--- src/rtl/per_user_usage_table_with_limit_scan_unit_defines.svh ---
// Assertion macros for the per-user usage table.
`ifndef PER_USER_USAGE_TABLE_WITH_LIMIT_SCAN_UNIT_DEFINES_SVH
`define PER_USER_USAGE_TABLE_WITH_LIMIT_SCAN_UNIT_DEFINES_SVH

// Consequent must hold in the same cycle as the antecedent.
`define PUUT_AST_NOW(lbl, ante, cons) \
  lbl: assert property (@(posedge clk) disable iff (!rst_n) (ante) |-> (cons)) \
    else $error("assertion failed");

// Consequent must hold in the cycle after the antecedent.
`define PUUT_AST_NEXT(lbl, ante, cons) \
  lbl: assert property (@(posedge clk) disable iff (!rst_n) (ante) |=> (cons)) \
    else $error("assertion failed");

`endif

--- src/rtl/puut_pkg.sv ---
// Shared types, codes and constants of the per-user usage table.
package puut_pkg;

  localparam int DEF_MAX_USERS   = 32;
  localparam int DEF_TABLE_SLOTS = 48;

  localparam int UID_W   = 16;
  localparam int PAGES_W = 24;
  localparam int ACC_W   = 32;
  localparam int PROCS_W = 16;
  localparam int BYTES_W = 48;
  localparam int PSIZE_W = 17;
  localparam int PUID_W  = 17;
  localparam int CFG_IDX_W = 3;
  localparam int CFG_DATA_W = 48;
  localparam int WORD_W  = UID_W + ACC_W + PROCS_W;
  localparam int HASH_SHIFT = 24;

  localparam logic [1:0] OP_CLEAR = 2'd0;
  localparam logic [1:0] OP_ADD   = 2'd1;
  localparam logic [1:0] OP_SCAN  = 2'd2;

  localparam logic [1:0] KIND_ADD_DONE   = 2'd0;
  localparam logic [1:0] KIND_CLEAR_DONE = 2'd1;
  localparam logic [1:0] KIND_SCAN_HIT   = 2'd2;
  localparam logic [1:0] KIND_SCAN_DONE  = 2'd3;

  localparam logic [1:0] ST_NEW     = 2'd0;
  localparam logic [1:0] ST_UPDATED = 2'd1;
  localparam logic [1:0] ST_DROPPED = 2'd2;

  localparam logic [CFG_IDX_W-1:0] CFG_LOG_MEM   = 3'd0;
  localparam logic [CFG_IDX_W-1:0] CFG_KILL_MEM  = 3'd1;
  localparam logic [CFG_IDX_W-1:0] CFG_LOG_PROC  = 3'd2;
  localparam logic [CFG_IDX_W-1:0] CFG_KILL_PROC = 3'd3;
  localparam logic [CFG_IDX_W-1:0] CFG_PSIZE     = 3'd4;
  localparam logic [CFG_IDX_W-1:0] CFG_PUID_A    = 3'd5;
  localparam logic [CFG_IDX_W-1:0] CFG_PUID_B    = 3'd6;
  localparam logic [CFG_IDX_W-1:0] CFG_PUID_C    = 3'd7;

  localparam logic [BYTES_W-1:0] RST_LOG_MEM   = 48'd67108864;
  localparam logic [BYTES_W-1:0] RST_KILL_MEM  = 48'd134217728;
  localparam logic [PROCS_W-1:0] RST_LOG_PROC  = 16'd50;
  localparam logic [PROCS_W-1:0] RST_KILL_PROC = 16'd100;
  localparam logic [PSIZE_W-1:0] RST_PSIZE     = 17'd4096;
  localparam logic [PUID_W-1:0]  RST_PUID      = 17'd65536;

  typedef struct packed {
    logic       clear;
    logic       load;
    logic       hash;
    logic       home;
    logic       scan_init;
    logic       rd;
    logic       adv;
    logic       ins;
    logic       upd;
    logic       mul;
    logic       hit_chk;
    logic       emit_add;
    logic [1:0] add_status;
    logic       emit_done;
  } cmd_t;

  typedef struct packed {
    logic slot_valid;
    logic key_match;
    logic full;
    logic wrap;
    logic last_slot;
  } sts_t;

endpackage

--- src/rtl/puut_ctrl.sv ---
// Sequencer for clear, add-with-probe and scan items.
module puut_ctrl import puut_pkg::*; (
  input  logic       clk,
  input  logic       rst_n,
  input  logic       start,
  input  logic [1:0] op,
  input  sts_t       sts,
  output cmd_t       cmd,
  output logic       busy
);

  localparam logic [3:0] S_IDLE  = 4'd0;
  localparam logic [3:0] S_H1    = 4'd1;
  localparam logic [3:0] S_H2    = 4'd2;
  localparam logic [3:0] S_PRD   = 4'd3;
  localparam logic [3:0] S_PCHK  = 4'd4;
  localparam logic [3:0] S_SRD   = 4'd5;
  localparam logic [3:0] S_SMUL  = 4'd6;
  localparam logic [3:0] S_SCMP  = 4'd7;
  localparam logic [3:0] S_SDONE = 4'd8;

  logic [3:0] state_r, state_nxt;

  always_ff @(posedge clk) begin
    if (!rst_n) begin
      state_r <= S_IDLE;
    end else begin
      state_r <= state_nxt;
    end
  end

  assign busy = (state_r != S_IDLE);

  always_comb begin
    cmd = '0;
    state_nxt = state_r;
    unique case (state_r)
      S_IDLE: begin
        if (start) begin
          priority if (op == OP_CLEAR) begin
            cmd.clear = 1'b1;
          end else if (op == OP_ADD) begin
            cmd.load = 1'b1;
            state_nxt = S_H1;
          end else if (op == OP_SCAN) begin
            cmd.scan_init = 1'b1;
            state_nxt = S_SRD;
          end else begin
            // An unused op is taken and ignored.
            state_nxt = S_IDLE;
          end
        end
      end
      S_H1: begin
        cmd.hash = 1'b1;
        state_nxt = S_H2;
      end
      S_H2: begin
        cmd.home = 1'b1;
        state_nxt = S_PRD;
      end
      S_PRD: begin
        cmd.rd = 1'b1;
        state_nxt = S_PCHK;
      end
      S_PCHK: begin
        state_nxt = S_IDLE;
        priority if (!sts.slot_valid) begin
          cmd.emit_add = 1'b1;
          if (sts.full) begin
            cmd.add_status = ST_DROPPED;
          end else begin
            cmd.ins = 1'b1;
            cmd.add_status = ST_NEW;
          end
        end else if (sts.key_match) begin
          cmd.upd = 1'b1;
          cmd.emit_add = 1'b1;
          cmd.add_status = ST_UPDATED;
        end else if (sts.wrap) begin
          cmd.emit_add = 1'b1;
          cmd.add_status = ST_DROPPED;
        end else begin
          cmd.adv = 1'b1;
          state_nxt = S_PRD;
        end
      end
      S_SRD: begin
        priority if (sts.slot_valid) begin
          cmd.rd = 1'b1;
          state_nxt = S_SMUL;
        end else if (sts.last_slot) begin
          state_nxt = S_SDONE;
        end else begin
          cmd.adv = 1'b1;
        end
      end
      S_SMUL: begin
        cmd.mul = 1'b1;
        state_nxt = S_SCMP;
      end
      S_SCMP: begin
        cmd.hit_chk = 1'b1;
        if (sts.last_slot) begin
          state_nxt = S_SDONE;
        end else begin
          cmd.adv = 1'b1;
          state_nxt = S_SRD;
        end
      end
      S_SDONE: begin
        cmd.emit_done = 1'b1;
        state_nxt = S_IDLE;
      end
      default: begin
        state_nxt = S_IDLE;
      end
    endcase
  end

endmodule

--- config.mk ---
export PLATFORM = sky130hd
export DESIGN_NAME = puut_ctrl
export DESIGN_NICKNAME = d
export VERILOG_FILES = /design/src/rtl/per_user_usage_table_with_limit_scan_unit_defines.svh /design/src/rtl/puut_pkg.sv /design/src/rtl/puut_ctrl.sv
export SDC_FILE = /design/constraint.sdc
export NUM_CORES = 1
export LEC_CHECK = 0
export ABC_AREA = 0
export BUFFER_PORTS_ARGS = -buffer_cell sky130_fd_sc_hd__buf_2
export CAP_MARGIN = 40
export CORE_AREA = 2 2 39 41
export CTS_CLUSTER_DIAMETER = 150
export DETAILED_ROUTE_END_ITERATION = 10
export DIE_AREA = 0 0 41 43
export GPL_ROUTABILITY_DRIVEN = 0
export PLACE_DENSITY = 0.67
export SYNTH_ARGS = -nofsm -noshare
export SYNTH_HDL_FRONTEND = slang
export SYNTH_SLANG_ARGS = --single-unit
--- constraint.sdc ---
create_clock -name clk -period 2.6 [get_ports clk]
set_input_delay 0.26 -clock clk [delete_from_list [all_inputs] [get_ports clk]]
set_output_delay 0.26 -clock clk [all_outputs]
set_load 0.02 [all_outputs]
==> metrics <==
Largest Register=state_r; PD cells=460 nW/um^2; Crit Path Class=flip-flop to output pin; CTS H-tree lvls=1; Final Hold Fails=0; post_cts resized=0; Arr. time, crit path=1.73 ns; Reg-to-Reg End=state_r[0]; Synth Warn #=0; Final HPWL DP=~830 um; max FFs per register=4; largest net degree at the start of global routing=16; Core Area=between 1000 and 1500 sq um; syn_nets=between 70 and 80; Initial DRC Count=5; Clock Latency Late Sink=0.23 ns; setup violators final=0; dominant synthesized flop cell=dfxtp_1; Worst R2R Path Depth=3; Ports=26; Rows=14; CTS buffer count=3; Layout Nets=100; CP Launch Type=flip-flop; Placed Area=roughly 590 sq um; asr flop ratio synth=0%; DRT Pass-1 Iters=3; worst-margin pin slew=0.461 ns; crit-path max FO=15; clock slew seen by the registers of the worst setup and hold paths=0.04 ns; Mapped Cells=62; initial antenna violation count=0; Mapped Area=477 sq um; Largest regs=state_r (4); Hold Path Class=input port to flip-flop; Max-Slew Margin vs Limit=69.0%; number of remaining DRC errors=0; Layout Skew=0.00385 ns; nature of the critical path endpoint=output pin; WHS Endpoint=state_r[3]; area of the multi-input gates=345 sq um; die height=43 um; Routed WL=~1100 um; HP Start=rst_n; final instance area=608 sq um; Reg area=about 80 sq um; filler cell count=148; hold buffers post-CTS=0; critical path required time=between 2 and 2.5 ns; Reg2Reg Setup Slack=1.10 ns; fmax=between 0.5 and 0.6 GHz; grt total ovfl=0; Final min period=1.99 ns; CTS max path bufs=2; unrepaired setup endpoints after global routing=false; number of synthesized flops with an enable pin=0; crit share post-route=roughly three quarters; Post-CTS Setup Bufs=0; number of synthesized register bits=4; Fin Hold WS=0.262 ns; Die X=between 40 and 50 um; IO Port Bufs=25; Final Max Tran Viols=0; commonest cells after routing, fill and taps aside=25 x buf_2, 6 x nor3_1, 5 x nand2_1; Antenna Cells=0; Cell variety after synth=30; area grow syn2layout=27.6%; DR vias/cell=5.06; initial core utilization=34.4%; synthesized area per cell=slightly below 8 sq um; Max Cap Viol=0; leakage=0.333 nW; post-route ant nets=0; Vias=between 500 and 600; FF-to-FF Start=state_r[2]; clock root cell=clkbuf_4; Worst IR Drop VDD=0.000225 V; GRT Util Overall=a little over an eighth; drt wl/cell=between 10 and 15 um; commonest non-fill, non-tap cell in the layout=buf_2; register area share after synthesis=16.8%; Hold Crit Depth=3; clk sinks=4; placed insts=98; first-pass GRT wire length=about 1600 um; vias in the first global route=405; layout cells sized above 1=37.6%; status=finished clean; non-filler instance count after layout=between 100 and 150; CTS tree=yes; Die ar.=~1800 sq um; Total Negative Setup Slacks=0 ns
==> through the flow <==
stage / setup slack [ns] / power, mW / utilization (%)
6_report: 0.611 / 0.280 / 43.9
3_5_place_dp: 0.865 / 0.207 / 42.3
2_1_floorplan: 0.830 / 0.174 / -
3_3_place_gp: 0.886 / 0.205 / 42.3
5_1_grt: 0.515 / 0.302 / 43.9
4_1_cts: 0.605 / 0.284 / 43.9
==> critical path: stages (launching register included) <==
cell and delay, ns:
dfxtp_1 0.56, or4b_4 0.55, nand2b_4 0.16, nand2_1 0.06, buf_2 0.16
==> power breakdown <==
part	switching (mW)	leakage [nW]	internal, mW	total, mW
registers	0.0204	0.0326	0.0684	0.0888
clock network	0.0230	0.0138	0.0515	0.0745
logic	0.0649	0.287	0.0518	0.117
==> Yosys cell counts, types with 3 or more instances <==
master	number	area, sq um
nor3_1	6	30.0
nand2_1	5	18.8
dfxtp_1	4	80.1
inv_1	4	15.0
nand2b_1	4	25.0
nor2_1	4	15.0
a21oi_1	3	15.0
and3_1	3	18.8
ha_1	3	37.5
==> kinds of logic after synthesis <==
| family | synth area share, % |
|---|---|
| simple gates | 49.1 |
| compound gates | 15.5 |
| buf+inv | 10.8 |
| flops | 16.8 |
| fa+ha+maj | 7.87 |
==> cell type report <==
cell class              instances  area share, %
clock buffers                   3           3.70
multi-input cells              49           56.8
inverters                       4           2.47
well taps                      16           3.29
repair buffers                 25           20.6
flip-flops and latches          4           13.2
==> routing by layer <==
| metal | wire (um) | share of wire [%] | GRT usage, % |
|---|---|---|---|
| met4 | 0 | 0 | 4.00 |
| met5 | 0 | 0 | 0 |
| met3 | 62 | 5.7 | 4.71 |
| met2 | 491 | 45 | 19.1 |
| met1 | 526 | 49 | 18.3 |
==> how the worst max path moves through the flow <==
| stage | from | end | slack, ns | cells after the start |
|---|---|---|---|---|
| floorplan | state_r[3] | cmd[6] | 0.83 | 4 |
| global placement | state_r[2] | cmd[8] | 0.89 | 4 |
| detailed placement | state_r[2] | cmd[8] | 0.86 | 4 |
| CTS | state_r[2] | cmd[8] | 0.60 | 4 |
| global route | state_r[2] | cmd[8] | 0.52 | 4 |
| finish | state_r[2] | cmd[8] | 0.61 | 4 |
Power figures use the tool's default switching activity.
